===== src/rtl/atrr_pkg.sv =====
// ----------------------------------------------------------------------------
// atrr_pkg - shared types and constants for the angular touch receptor ring
// Sequencer states, register indexes, CORDIC widths and the arctangent table.
// ----------------------------------------------------------------------------
package atrr_pkg;

  localparam int CoordW    = 16;  // Q8.8 contact coordinates
  localparam int TurnW     = 16;  // turn fraction, 1/65536 turn per LSB
  localparam int ResW      = 6;   // resolution register
  localparam int TolW      = 15;  // boundary tolerance register
  localparam int MaskW     = 32;  // receptor mask
  localparam int CfgIdxW   = 1;
  localparam int CfgDataW  = 15;
  localparam int CordicN   = 16;  // rotation steps
  localparam int StepW     = 4;
  localparam int VecW      = 19;  // holds negated input times CORDIC gain
  localparam int AngW      = 18;  // angle accumulator, signed
  localparam int AtanW     = 14;
  localparam int ProdW     = TurnW + ResW;

  localparam logic [CfgIdxW-1:0] REG_RESOLUTION = 1'd0;
  localparam logic [CfgIdxW-1:0] REG_TOLERANCE  = 1'd1;

  localparam logic [ResW-1:0] RES_RESET = 6'd8;
  localparam logic [TolW-1:0] TOL_RESET = 15'd3277;

  localparam logic [AngW-1:0] HALF_TURN = 18'd32768;

  typedef enum logic [1:0] {
    ST_IDLE,
    ST_ROTATE,
    ST_MAP,
    ST_UPDATE
  } state_t;

  // atan(2^-i) in 1/65536 turn
  function automatic logic [AtanW-1:0] atan_turn(input logic [StepW-1:0] i);
    logic [AtanW-1:0] a;
    unique case (i)
      4'd0:    a = 14'd8192;
      4'd1:    a = 14'd4836;
      4'd2:    a = 14'd2555;
      4'd3:    a = 14'd1297;
      4'd4:    a = 14'd651;
      4'd5:    a = 14'd326;
      4'd6:    a = 14'd163;
      4'd7:    a = 14'd81;
      4'd8:    a = 14'd41;
      4'd9:    a = 14'd20;
      4'd10:   a = 14'd10;
      4'd11:   a = 14'd5;
      4'd12:   a = 14'd3;
      4'd13:   a = 14'd1;
      4'd14:   a = 14'd1;
      default: a = 14'd0;
    endcase
    return a;
  endfunction

endpackage


===== src/rtl/angular_touch_receptor_ring.sv =====
// ----------------------------------------------------------------------------
// angular_touch_receptor_ring - contact list to receptor bit mask
// Maps each touching contact to a receptor by angle and ORs it into a mask.
// ----------------------------------------------------------------------------
// One request is one contact. A touching contact goes through the accept
// cycle, 16 CORDIC rotation steps plus their done cycle on one shared
// add/shift unit, the turn * resolution product and the mask update. A
// contact that is not touching skips the CORDIC. The block takes no request
// while it works on one. The mask is emitted on a contact marked last; it
// sits in an output register, so the next list can start while the result
// waits, and a later last contact stalls in the update cycle only while the
// previous result is still untaken. Resolution 0 acts as 1, values above
// MAX_RECEPTORS (or 32) saturate. Configuration must be written only while
// idle; the block itself does not enforce it.
module angular_touch_receptor_ring #(
  parameter int MAX_RECEPTORS = 32
) (
  input  logic                                clk,
  input  logic                                rst,
  input  logic                                cfg_we,
  input  logic [atrr_pkg::CfgIdxW-1:0]        cfg_index,
  input  logic [atrr_pkg::CfgDataW-1:0]       cfg_data,
  input  logic                                in_valid,
  output logic                                in_ready,
  input  logic                                touching,
  input  logic signed [atrr_pkg::CoordW-1:0]  point_x,
  input  logic signed [atrr_pkg::CoordW-1:0]  point_y,
  input  logic                                last,
  output logic                                out_valid,
  input  logic                                out_ready,
  output logic [atrr_pkg::MaskW-1:0]          receptor_mask
);

  // receptors actually usable: capped by the mask width
  localparam int EffMax = (MAX_RECEPTORS < atrr_pkg::MaskW) ? MAX_RECEPTORS
                                                            : atrr_pkg::MaskW;

  atrr_pkg::state_t state, state_next;

  logic [atrr_pkg::ResW-1:0]   resolution;
  logic [atrr_pkg::TolW-1:0]   boundary_tolerance;
  logic [atrr_pkg::MaskW-1:0]  accumulated_mask;
  logic                        touching_q;
  logic                        last_q;
  logic [atrr_pkg::ProdW-1:0]  prod;

  logic                        cordic_start;
  logic                        cordic_done;
  logic [atrr_pkg::TurnW-1:0]  turn;

  logic [atrr_pkg::ResW-1:0]   eff;
  logic [atrr_pkg::ResW-1:0]   idx;
  logic [atrr_pkg::ResW-1:0]   idx_prev;
  logic [atrr_pkg::ResW-1:0]   idx_next;
  logic [atrr_pkg::TurnW-1:0]  rem;
  logic [atrr_pkg::TurnW:0]    upper_edge;
  logic [atrr_pkg::MaskW-1:0]  hit;
  logic [atrr_pkg::MaskW-1:0]  mask_new;
  logic                        out_free;
  logic                        emit;
  logic                        acc_load;

  // config registers
  always_ff @(posedge clk) begin
    if (rst) begin
      resolution         <= atrr_pkg::RES_RESET;
      boundary_tolerance <= atrr_pkg::TOL_RESET;
    end else if (cfg_we) begin
      unique case (cfg_index)
        atrr_pkg::REG_RESOLUTION: resolution <= cfg_data[atrr_pkg::ResW-1:0];
        atrr_pkg::REG_TOLERANCE:  boundary_tolerance <= cfg_data[atrr_pkg::TolW-1:0];
        default: ;
      endcase
    end
  end

  // shared angle unit
  atrr_cordic u_cordic (
    .clk   (clk),
    .rst   (rst),
    .start (cordic_start),
    .x     (point_x),
    .y     (point_y),
    .done  (cordic_done),
    .turn  (turn)
  );

  // effective receptor count
  always_comb begin
    if (resolution == '0) begin
      eff = atrr_pkg::ResW'(1);
    end else if (resolution > atrr_pkg::ResW'(EffMax)) begin
      eff = atrr_pkg::ResW'(EffMax);
    end else begin
      eff = resolution;
    end
  end

  // slice index and fraction; turn < 1 so index < eff already
  assign idx        = prod[atrr_pkg::ProdW-1:atrr_pkg::TurnW];
  assign rem        = prod[atrr_pkg::TurnW-1:0];
  assign idx_prev   = (idx == '0) ? eff - 1'b1 : idx - 1'b1;
  assign idx_next   = (idx + 1'b1 == eff) ? '0 : idx + 1'b1;
  assign upper_edge = 17'h10000 - (atrr_pkg::TurnW+1)'(boundary_tolerance);

  always_comb begin
    hit = '0;
    if (touching_q) begin
      hit[idx[4:0]] = 1'b1;
      if (rem < atrr_pkg::TurnW'(boundary_tolerance)) begin
        hit[idx_prev[4:0]] = 1'b1;
      end else if ((atrr_pkg::TurnW+1)'(rem) > upper_edge) begin
        hit[idx_next[4:0]] = 1'b1;
      end
    end
  end

  assign mask_new = accumulated_mask | hit;
  assign out_free = !out_valid || out_ready;

  // sequencer: next state
  always_comb begin
    state_next = state;
    unique case (state)
      atrr_pkg::ST_IDLE: begin
        if (in_valid) begin
          state_next = touching ? atrr_pkg::ST_ROTATE : atrr_pkg::ST_MAP;
        end
      end
      atrr_pkg::ST_ROTATE: begin
        if (cordic_done) state_next = atrr_pkg::ST_MAP;
      end
      atrr_pkg::ST_MAP: state_next = atrr_pkg::ST_UPDATE;
      atrr_pkg::ST_UPDATE: begin
        if (!last_q || out_free) state_next = atrr_pkg::ST_IDLE;
      end
      default: state_next = atrr_pkg::ST_IDLE;
    endcase
  end

  // sequencer: outputs
  always_comb begin
    in_ready     = 1'b0;
    cordic_start = 1'b0;
    emit         = 1'b0;
    acc_load     = 1'b0;
    unique case (state)
      atrr_pkg::ST_IDLE: begin
        in_ready     = 1'b1;
        cordic_start = in_valid && touching;
      end
      atrr_pkg::ST_UPDATE: begin
        emit     = last_q && out_free;
        acc_load = !last_q;
      end
      default: ;
    endcase
  end

  always_ff @(posedge clk) begin
    if (rst) begin
      state            <= atrr_pkg::ST_IDLE;
      accumulated_mask <= '0;
      out_valid        <= 1'b0;
    end else begin
      state <= state_next;
      if (emit) begin
        accumulated_mask <= '0;
        out_valid        <= 1'b1;
      end else begin
        if (acc_load) accumulated_mask <= mask_new;
        if (out_ready) out_valid <= 1'b0;
      end
    end
  end

  // item and datapath registers
  always_ff @(posedge clk) begin
    if (in_valid && in_ready) begin
      touching_q <= touching;
      last_q     <= last;
    end
    if (state == atrr_pkg::ST_MAP) begin
      prod <= {{atrr_pkg::ResW{1'b0}}, turn} * {{atrr_pkg::TurnW{1'b0}}, eff};
    end
    if (emit) begin
      receptor_mask <= mask_new;
    end
  end

  a_start_from_idle: assert property (@(posedge clk) disable iff (rst)
    cordic_start |=> state == atrr_pkg::ST_ROTATE)
    else $error("CORDIC started outside a touching request");
  a_done_in_rotate: assert property (@(posedge clk) disable iff (rst)
    cordic_done |-> state == atrr_pkg::ST_ROTATE)
    else $error("CORDIC result arrived outside rotation");
  a_mask_in_range: assert property (@(posedge clk) disable iff (rst)
    (64'(accumulated_mask) >> EffMax) == 64'd0)
    else $error("receptor bit beyond effective count");
  a_emit_clears: assert property (@(posedge clk) disable iff (rst)
    emit |=> out_valid && accumulated_mask == '0)
    else $error("mask not cleared after emit");

endmodule


===== src/rtl/atrr_cordic.sv =====
// ----------------------------------------------------------------------------
// atrr_cordic - iterative vectoring CORDIC, point to clockwise turn from +y
// One add/shift step per cycle through the CordicN rotation steps; done pulses when turn is valid.
// ----------------------------------------------------------------------------
module atrr_cordic (
  input  logic                              clk,
  input  logic                              rst,
  input  logic                              start,
  input  logic signed [atrr_pkg::CoordW-1:0] x,
  input  logic signed [atrr_pkg::CoordW-1:0] y,
  output logic                              done,
  output logic [atrr_pkg::TurnW-1:0]        turn
);

  logic                                busy;
  logic [atrr_pkg::StepW-1:0]          step;
  logic signed [atrr_pkg::VecW-1:0]    u;
  logic signed [atrr_pkg::VecW-1:0]    v;
  logic signed [atrr_pkg::AngW-1:0]    z;
  logic                                origin;

  logic signed [atrr_pkg::VecW-1:0]    x_ext;
  logic signed [atrr_pkg::VecW-1:0]    y_ext;
  logic signed [atrr_pkg::VecW-1:0]    du;
  logic signed [atrr_pkg::VecW-1:0]    dv;
  logic signed [atrr_pkg::AngW-1:0]    da;

  assign x_ext = atrr_pkg::VecW'(x);
  assign y_ext = atrr_pkg::VecW'(y);
  assign du    = v >>> step;
  assign dv    = u >>> step;
  assign da    = signed'({{(atrr_pkg::AngW-atrr_pkg::AtanW){1'b0}},
                          atrr_pkg::atan_turn(step)});

  always_ff @(posedge clk) begin
    if (rst) begin
      busy <= 1'b0;
      done <= 1'b0;
      step <= '0;
    end else begin
      done <= 1'b0;
      if (start) begin
        busy <= 1'b1;
        step <= '0;
      end else if (busy) begin
        step <= step + 1'b1;
        if (step == atrr_pkg::StepW'(atrr_pkg::CordicN - 1)) begin
          busy <= 1'b0;
          done <= 1'b1;
        end
      end
    end
  end

  always_ff @(posedge clk) begin
    if (start) begin
      origin <= (x == '0) && (y == '0);
      if (y < 0) begin
        u <= -y_ext;
        v <= -x_ext;
        z <= atrr_pkg::HALF_TURN;
      end else begin
        u <= y_ext;
        v <= x_ext;
        z <= '0;
      end
    end else if (busy) begin
      if (v >= 0) begin
        u <= u + du;
        v <= v - dv;
        z <= z + da;
      end else begin
        u <= u - du;
        v <= v + dv;
        z <= z - da;
      end
    end
  end

  assign turn = origin ? '0 : z[atrr_pkg::TurnW-1:0];

  a_start_idle: assert property (@(posedge clk) disable iff (rst)
    start |-> !busy) else $error("CORDIC restarted while busy");
  a_done_after_last: assert property (@(posedge clk) disable iff (rst)
    done |-> $past(busy) && $past(step) == atrr_pkg::StepW'(atrr_pkg::CordicN - 1))
    else $error("CORDIC done without full step count");
  a_done_idle: assert property (@(posedge clk) disable iff (rst)
    done |-> !busy) else $error("CORDIC done while still busy");

endmodule


===== config.mk =====
export PLATFORM = sky130hd
export DESIGN_NAME = angular_touch_receptor_ring
export DESIGN_NICKNAME = d
export VERILOG_FILES = /design/src/rtl/atrr_pkg.sv /design/src/rtl/angular_touch_receptor_ring.sv /design/src/rtl/atrr_cordic.sv
export SDC_FILE = /design/constraint.sdc
export NUM_CORES = 1
export LEC_CHECK = 0
export ABC_AREA = 1
export BUFFER_PORTS_ARGS = -buffer_cell sky130_fd_sc_hd__buf_4
export CAP_MARGIN = 20
export CORE_UTILIZATION = 45
export DETAILED_ROUTE_END_ITERATION = 6
export HOLD_SLACK_MARGIN = 0.05
export PLACE_DENSITY = 0.63
export SYNTH_ARGS = -nofsm -noshare
export SYNTH_HDL_FRONTEND = slang
export SYNTH_SLANG_ARGS = --single-unit

===== constraint.sdc =====
create_clock -name clk -period 4.25 [get_ports clk]
set_input_delay 0.6375 -clock clk [delete_from_list [all_inputs] [get_ports clk]]
set_output_delay 0.6375 -clock clk [all_outputs]
set_load 0.02 [all_outputs]

==> out/results.ini, run 1 <==
[outcome]
status=complete, but fails checks
failed_checks=negative setup slack

[global_route]
grt-ovfl-total=0
grt_max_degree=55
gr-usage-met1_pct=32.8
grt_pass1_wl_mm=85.3
top_usage_layer=met2
use_met2_pct=44.8
grtUsageTotal_pct=25.7
grt.met3_usage_pct=3.56
grt_pass1_vias=17100
antenna_found_initial=0

[clocking]
insertion_delay_ns=0.50
cts_tree=done
cts_sinks=187
path_clk_slew_ns=0.09
cts_buffers=17
hold_buffers=0
clockBufferDepth=2
cts-root-buf=clkbuf_16
cts_max_level=4

[timing]
period_share_pct=102
finClkSkew_ns=0.0141
min_period_ns=4.33
finalHoldViolCount=0
finalSetupViolCount=3
worstMarginPinSlew_ns=1.05
slew-limit-headroom_pct=30.1
hold_ws_ns=0.325
rsz0062_at_grt=true
setup_ws_ns=-0.0806
finalSetupTns_ns=-0.141
final_max_slew_viol_count=0
max_freq_mhz=231

[setup_path]
critPathLaunchType=register
slowest_delay_ns=0.52
r2r_slack_ns=-0.08
crit_slowest_cell=fa_1
cp-endpoint=prod[19]
reg2regPathDepth=20
critical_path_peak_fanout=6
endpoint_kind=register
setup.worst_path.class=register to register
path_cells=clkinvlp_4 > nand2_4 > nor2_4 > fa_1 > inv_1 > fa_1 > fa_1 > inv_2 > ha_4 > nand3_2 > nand2_2 > a21oi_2 > o21ai_2 > nand2_2 > o21ai_2 > nand2_2 > nor2_2 > o21bai_1 > nand3_1 > nand2_1
regToRegEndpoint=prod[19]
r2r-start=u_cordic.origin
arrival_ns=4.60
cp-startpoint=u_cordic.origin
worstPathRequired_ns=4.52

[synthesis]
yosys_warnings=0
yosysTopAreaCell=edfxtp_1
synth_edf_count=111
synthTopCellsByArea=edfxtp_1, nand2_1, ha_1
synthesis.area_um2=18300
yosys-top-cells-count=nand2_1, inv_1, nor2_1, nand3_1, a21oi_1
ys_ff_latch=187
syn-num-nets=2876
ys.flop_type=edfxtp_1
yosysTopAreaCellShare_pct=18.2
post-synth-top-count-cell=nand2_1
synthCells=2629
synth_area_per_cell_um2=6.97
async_reset_ff_share_pct=0
synth_cell_type_count=62
ys_seq_area_share_pct=26.5

[power]
combPwrFrac_pct=69.3
p_sw_uw=8160
finalPower_uw=15900
power_leakage_uw=0.0103
swShare_pct=51.3
ir_drop_v=0.000568
seq_power_share_pct=20.4
powerDensity_nw_per_um2=728
clockPowerShare_pct=10.3
power.internal_uw=7760

[routing]
vias=18000
wl_per_cell_um=15.8
vias_per_cell=5.36
drt_first_iter_violations=1349
drc=0
first_pass_iters=5
final_antenna_net_count=0
routed_wirelength_mm=52.8

[place]
place_area_um2=20200
placed_cells=3287
port_buffers=88
place.gp.congestion=0.955
hpwl_mm=40.6

[hold_path]
hold_path.class=primary input to register

[layout]
area_delta_synth_final_pct=19.3
seq_area_um2=4870
n_fill_cell=3764
multiInputGateArea_um2=12400
antenna_cells=0
final_nets=3058
stdcell_area_um2=21900
final_layout_size_suffix_gt1_share_pct=18.2
layoutNonFillerInstCount=3349

[floorplan]
initial_core_util_pct=45.9
die_x_um=204
row_count=73
coreArea_um2=39900
die-height_um=204
io_pins=89
die_area_um2=41500

[flow_run]
maxCapViolCount=0

power by group through the flow:
| stage | logic (uW) | clock network [uW] | registers, uW |
|---|---|---|---|
| detailed placement | 10200 | 0 | 3260 |
| global route | 12500 | 1730 | 3300 |
| CTS | 10400 | 1680 | 3220 |
| finish | 11000 | 1640 | 3250 |
| floorplan | 7580 | 0 | 3070 |
| global placement | 10100 | 0 | 3260 |
worst max-delay path, delay by kind of cell (launching register included):
kind	cells	cell delay [ns]
flops	1	0.48
fa+ha+maj	4	1.78
compound gates	4	0.52
buf+inv	3	0.39
simple gates	9	0.93
metrics by stage:
step / utilization (%) / worst slack, ns
floorplan: - / -0.0335
CTS: 53.1 / 0.0335
detailed placement: 50.7 / -0.156
finish: 54.8 / -0.0806
global placement: 50.7 / -0.0756
global route: 54.8 / -0.269
worst min-delay path by stage:
stage / from / to / slack (ns) / depth (start not counted)
after detailed placement: accumulated_mask[27] / accumulated_mask[27] / 0.46 / 2
after global routing: last / last_q / 0.30 / 1
after global placement: accumulated_mask[6] / accumulated_mask[6] / 0.45 / 2
after floorplan: accumulated_mask[15] / accumulated_mask[15] / 0.44 / 2
after CTS: last / last_q / 0.29 / 1
final: last / last_q / 0.33 / 1
final cells by class:
class / instances / area share (%)
Multi-Input combinational cell: 2015 / 56.8
Sequential cell: 187 / 22.3
Timing Repair Buffer: 235 / 9.00
Inverter: 354 / 6.26
Tap cell: 525 / 3.00
Clock buffer: 18 / 2.01
Clock inverter: 14 / 0.669
Timing Repair inverter: 1 / 0.0343
registers in the layout, indices dropped and copies added, names as in the netlist, 6 cells and up:
name and cells:
accumulated_mask 32, boundary_tolerance 15, prod 22, receptor_mask 32, resolution 6, u_cordic.da 14
u_cordic.u 19, u_cordic.v 19, u_cordic.z 16
metal layers:
layer	routed length (um)	up-vias
met5	0	-
met4	1160	0
met3	2300	84
met2	25600	472
met1	23700	8331
li1	-	9064
logic make-up (layout without fill, tap and decap cells):
logic type | count (synthesis) | count (layout) | share of synthesized area [%]
simple gates | 1299 | 1299 | 31.0
xor+xnor | 80 | 80 | 3.82
buf+inv | 427 | 622 | 9.52
fa+ha+maj | 192 | 192 | 15.6
flops | 187 | 187 | 26.5
compound gates | 444 | 444 | 13.6
repair_timing:
action,in CTS,in global routing
gates cloned,0,2
resized for setup,53,149
pin swaps,34,93
endpoints found under the hold margin,0,0
setup buffers,14,16
setup endpoints to repair,8,25
cell usage in the layout, fill, tap and decap left out, types with 39 or more instances in the layout:
master / netlist / layout
o21ai_0: 161 / 151
inv_1: 329 / 311
fa_1: 60 / 58
nand4_1: 39 / 39
buf_4: 8 / 211
edfxtp_1: 111 / 111
xor2_1: 61 / 60
nand3_1: 242 / 239
nand2_1: 637 / 612
a21oi_1: 167 / 156
nand2_2: 27 / 44
dfxtp_1: 76 / 69
nor2_1: 260 / 219
ha_1: 132 / 116
Note: power is estimated with default switching activity, not from simulation.
==> run 2: changes to the inputs <==
- MAX_ROUTING_LAYER: not set -> met4
==> out/results.ini, run 2 (same netlist as run 1, synthesis figures left out) <==
[routing]
vias_per_cell=5.32  ; -0.70%
drt_first_iter_violations=1134  ; -16%
routed_wirelength_mm=52.2  ; -1.1%
wl_per_cell_um=15.7  ; -0.61%
vias=17700  ; -1.2%
drc=0  ; unchanged
first_pass_iters=5  ; unchanged
final_antenna_net_count=0  ; unchanged

[clocking]
cts_buffers=17  ; unchanged
hold_buffers=0  ; unchanged
clockBufferDepth=2  ; unchanged
cts-root-buf=clkbuf_16
cts_tree=done
insertion_delay_ns=0.50  ; about the same
cts_max_level=4  ; unchanged
cts_sinks=187  ; unchanged
path_clk_slew_ns=0.08  ; about the same

[flow_run]
maxCapViolCount=0  ; unchanged

[floorplan]
io_pins=89  ; unchanged
coreArea_um2=39900  ; unchanged
initial_core_util_pct=45.9  ; unchanged
row_count=73  ; unchanged
die-height_um=204  ; unchanged
die_x_um=204  ; unchanged
die_area_um2=41500  ; unchanged

[timing]
finalHoldViolCount=0  ; unchanged
worstMarginPinSlew_ns=0.826  ; -0.223 ns
finalSetupViolCount=0  ; -3
hold_ws_ns=0.312  ; -0.0132 ns
max_freq_mhz=239  ; +3.5%
min_period_ns=4.19  ; -0.144 ns
finClkSkew_ns=0.0109  ; -0.00319 ns
period_share_pct=98.5  ; -3.4 points
final_max_slew_viol_count=0  ; unchanged
rsz0062_at_grt=true
slew-limit-headroom_pct=45.0  ; +15 points

[layout]
antenna_cells=0  ; unchanged
final_nets=3040  ; -0.59%
final_cell_mix=nand2_1, inv_1, nand3_1
seq_area_um2=4870  ; about the same
final_layout_size_suffix_gt1_share_pct=17.1  ; -1.0 points
reg_top3=accumulated_mask (32), receptor_mask (32), prod (22)
n_fill_cell=3835  ; +1.9%
multiInputGateArea_um2=12300  ; -0.61%
final_core_util_pct=54.1  ; -0.69 points
layoutNonFillerInstCount=3331  ; -0.54%
area_delta_synth_final_pct=17.8
layout_commonest_cell=nand2_1

[place]
placed_cells=3285  ; -0.061%
place.gp.congestion=0.966  ; +1.1%
hpwl_mm=40.9  ; +0.82%
port_buffers=88  ; unchanged

[global_route]
grt_max_degree=55  ; unchanged
grt-ovfl-total=0  ; unchanged
antenna_found_initial=0  ; unchanged
grt_pass1_wl_mm=85.0  ; -0.37%
grt_pass1_vias=17100  ; -0.22%
grtUsageTotal_pct=26.4  ; +0.72 points

[hold_path]
min_from=last
min_to=last_q
hold_path.class=primary input to register
whs_path_depth=1  ; unchanged

[setup_path]
r2r-start=resolution[2]
r2r_slack_ns=0.06  ; +0.14 ns
arrival_ns=4.44  ; -0.16 ns
crit_slowest_cell=fa_1
critical_path_peak_fanout=7  ; +1
reg2regPathDepth=25  ; +25%
endpoint_kind=register
critPathLaunchType=register
slowest_delay_ns=0.44  ; -0.08 ns
worstPathRequired_ns=4.51  ; about the same
regToRegEndpoint=prod[19]
setup.worst_path.class=register to register

[power]
ir_drop_v=0.000712  ; +25%
power_leakage_uw=0.0102  ; -1.0%
powerDensity_nw_per_um2=731  ; +0.36%

[outcome]
status=completed

-- run 2: cell types whose count changed in the layout (fill, tap and decap cells not counted), moves of 5 or more --
cell	delta
buf_6	-6
nor2_4	-7
inv_1	+7
nor2_2	+8
nand2_1	+5
buf_4	-10
inv_2	-5
-- run 2: per-stage QoR --
stage | setup slack (ns) | cell area (um2) | total power (uW) | TNS, ns
2_1_floorplan | -0.0335 | 18300 | 10600 | -0.0335
3_3_place_gp | -0.0946 | 20200 | 13400 | -0.259
3_5_place_dp | -0.179 | 20200 | 13500 | -0.871
4_1_cts | 0.00314 | 21100 | 15300 | 0
5_1_grt | -0.163 | 21600 | 17400 | -0.684
6_report | 0.0639 | 21600 | 15800 | 0
-- run 2: metal layers --
| metal | global-route usage (%) | share of wire [%] |
|---|---|---|
| met1 | 32.3 | 45 |
| met2 | 44.7 | 49 |
| met3 | 3.56 | 4.0 |
| met4 | 9.13 | 2.5 |
| met5 | - | 0 |
-- run 2: how the worst max path moves through the flow --
stage | from | end | slack [ns] | cells past startpoint
4_1_cts | resolution[1] | prod[19] | 0.003 | 23
3_3_place_gp | resolution[5] | prod[19] | -0.09 | 23
2_1_floorplan | resolution[1] | prod[19] | -0.03 | 22
3_5_place_dp | resolution[5] | prod[18] | -0.18 | 20
5_1_grt | resolution[2] | prod[19] | -0.16 | 24
6_report | resolution[2] | prod[19] | 0.06 | 25
-- run 2: cell type report --
class                           count  area share (%)
Timing Repair inverter              1          0.0290
Clock buffer                       19            2.15
Multi-Input combinational cell   2015            57.1
Sequential cell                   187            22.6
Inverter                          354            6.33
Clock inverter                     13           0.556
Timing Repair Buffer              217            8.22
Tap cell                          525            3.04
-- run 2: repair_timing --
action	in CTS	in global routing
hold endpoints to repair	0	0
endpoints found under the setup margin	8	20
gates resized for setup	53	121
pin swaps	27	44
setup buffers	6	5
gates cloned	1	0
-- run 2: power by group --
part	switching (uW)	internal, uW	total (uW)
clock	810	819	1630
combinational	6820	4100	10900
sequential	453	2780	3230
total	8080	7690	15800
-- run 2: critical path: cells and delay by family (launching register included) --
family,cells,cell delay (ns)
DFF,1,0.34
AOI/OAI and AO/OA,4,0.48
buffers and inverters,5,0.51
and+or+nand+nor,11,1.02
adders and majority gates,5,1.60
==> run 3: changes to the inputs <==
- CTS_BUF_LIST: not set -> sky130_fd_sc_hd__clkbuf_8
- CTS_CLUSTER_SIZE: not set -> 28
==> out/results.ini, run 3 (same netlist as run 1, synthesis figures left out) <==
[global_route]
grt_max_degree=55  ; unchanged
antenna_found_initial=0  ; unchanged
grt_pass1_vias=17100  ; +0.018%
grt_pass1_wl_mm=84.8  ; -0.25%
grtUsageTotal_pct=26.3  ; -0.16 points
grt-ovfl-total=0  ; unchanged

[layout]
reg_top3=accumulated_mask (32), receptor_mask (32), prod (22)
antenna_cells=0  ; unchanged
layoutNonFillerInstCount=3330  ; -0.030%
layout_commonest_cell=nand2_1
final_layout_size_suffix_gt1_share_pct=16.9  ; -0.24 points
stdcell_area_um2=21400  ; -1.0%
area_delta_synth_final_pct=16.6
final_nets=3039  ; -0.033%
final_cell_mix=nand2_1, inv_1, nand3_1

[routing]
vias_per_cell=5.32  ; about the same
wl_per_cell_um=15.6  ; -0.36%
drc=0  ; unchanged
final_antenna_net_count=0  ; unchanged
routed_wirelength_mm=52.0  ; -0.39%
drt_first_iter_violations=1134  ; unchanged
first_pass_iters=7  ; +2
vias=17700  ; +0.011%

[setup_path]
crit_family=adder cells
slowest_delay_ns=0.54  ; +0.10 ns
r2r-start=u_cordic.origin
critPathLaunchType=register
path_cells=inv_4 > nand2_1 > nor2_1 > fa_1 > fa_1 > inv_1 > fa_1 > inv_1 > ha_4 > nand2_1 > nor2_1 > a211oi_2 > o21ai_2 > nand2_2 > nor2_4 > o21bai_1 > nand2_1 > nand2_1 > nand2_1
worstPathRequired_ns=4.59  ; +0.08 ns
cp-startpoint=u_cordic.origin
endpoint_kind=register
arrival_ns=4.52  ; +0.08 ns
critPathMostFrequentCell=nand2_1
setup.worst_path.class=register to register
crit_slowest_cell=fa_1
critical_path_peak_fanout=6  ; -1
crit_buf_inv=3  ; -2

[timing]
max_freq_mhz=239  ; about the same
finalHoldViolCount=0  ; unchanged
rsz0062_at_grt=true
period_share_pct=98.4  ; about the same
worstMarginPinSlew_ns=0.834  ; +0.00823 ns
slew-limit-headroom_pct=44.4  ; -0.55 points
min_period_ns=4.18  ; -0.00303 ns
finClkSkew_ns=0.0197  ; +0.00881 ns
finalSetupTns_ns=0  ; unchanged
setup_ws_ns=0.0669  ; +0.00303 ns
finalSetupViolCount=0  ; unchanged
final_max_slew_viol_count=0  ; unchanged

[power]
ir_drop_v=0.000684  ; -3.9%
finalPower_uw=15400  ; -2.2%
power_leakage_uw=0.0101  ; -1.2%
powerDensity_nw_per_um2=722  ; -1.2%

[outcome]
status=completed

[place]
port_buffers=88  ; unchanged
pre_cts_ws_ns=-0.179  ; unchanged
hpwl_mm=40.9  ; unchanged
place_area_um2=20200  ; unchanged
placed_cells=3285  ; unchanged
place.gp.congestion=0.966  ; unchanged

[clocking]
cts_sinks=187  ; unchanged
cts_tree=done
cts_buffers=17  ; unchanged
insertion_delay_ns=0.58  ; +0.08 ns
cts-root-buf=clkbuf_8
path_clk_slew_ns=0.11  ; +0.03 ns
clockBufferDepth=2  ; unchanged
cts_max_level=4  ; unchanged
hold_buffers=0  ; unchanged

[floorplan]
die_area_um2=41500  ; unchanged
io_pins=89  ; unchanged
coreArea_um2=39900  ; unchanged
die_x_um=204  ; unchanged
row_count=73  ; unchanged
initial_core_util_pct=45.9  ; unchanged
die-height_um=204  ; unchanged

[hold_path]
hold_path.class=primary input to register
min_from=last

[flow_run]
maxCapViolCount=0  ; unchanged

run 3: layer usage:
| layer | routed length (um) | vias to the layer above | share of wire [%] | track usage, % |
|---|---|---|---|---|
| met3 | 2040 | 79 | 3.9 | 3.54 |
| li1 | - | 9013 | - | - |
| met5 | 0 | - | 0 | - |
| met2 | 25400 | 415 | 49 | 44.4 |
| met4 | 1150 | 0 | 2.2 | 8.59 |
| met1 | 23300 | 8224 | 45 | 32.3 |
run 3: repair_timing:
item                       in CTS  in global routing
setup endpoints to repair       9                 22
pin swaps                      24                 38
cloned                          0                  1
resized for setup              46                117
buffers inserted                4                  6
run 3: cell type report:
type	instances	area, um2
timing repair buffer	216	1760
clock inverter	14	150
fill	3871	18500
timing repair inverter	1	6.26
tap	525	657
sequential	187	4870
multi-input combinational	2015	12300
clock buffer	18	248
inverter	354	1370
run 3: worst paths after layout:
check,cells past startpoint,endpoint,slack [ns]
worst max-delay path,19,prod[19],0.07
worst max register to register,19,prod[19],0.07
worst min register to register,2,accumulated_mask[3],0.47
worst min-delay path,1,last_q,0.23
run 3: worst reg2reg max path: stages, from the launching register on:
cell and delay, ns:
edfxtp_1 0.53, inv_4 0.14, nand2_1 0.17, nor2_1 0.19, fa_1 0.48, fa_1 0.55
inv_1 0.06, fa_1 0.54, inv_1 0.07, ha_4 0.25, nand2_1 0.09, nor2_1 0.06
a211oi_2 0.25, o21ai_2 0.11, nand2_2 0.10, nor2_4 0.04, o21bai_1 0.15, nand2_1 0.07
nand2_1 0.06, nand2_1 0.04
run 3: where the power goes:
group	internal (uW)	switching, uW	total [uW]
registers	2770	448	3220
clock network	500	757	1260
logic	4090	6850	10900
run 3: stage by stage:
step | hold slack [ns] | utilization [%]
2_1_floorplan | 0.443 | -
3_3_place_gp | 0.453 | 50.7
3_5_place_dp | 0.459 | 50.7
4_1_cts | 0.173 | 52.2
5_1_grt | 0.195 | 53.5
6_report | 0.230 | 53.5
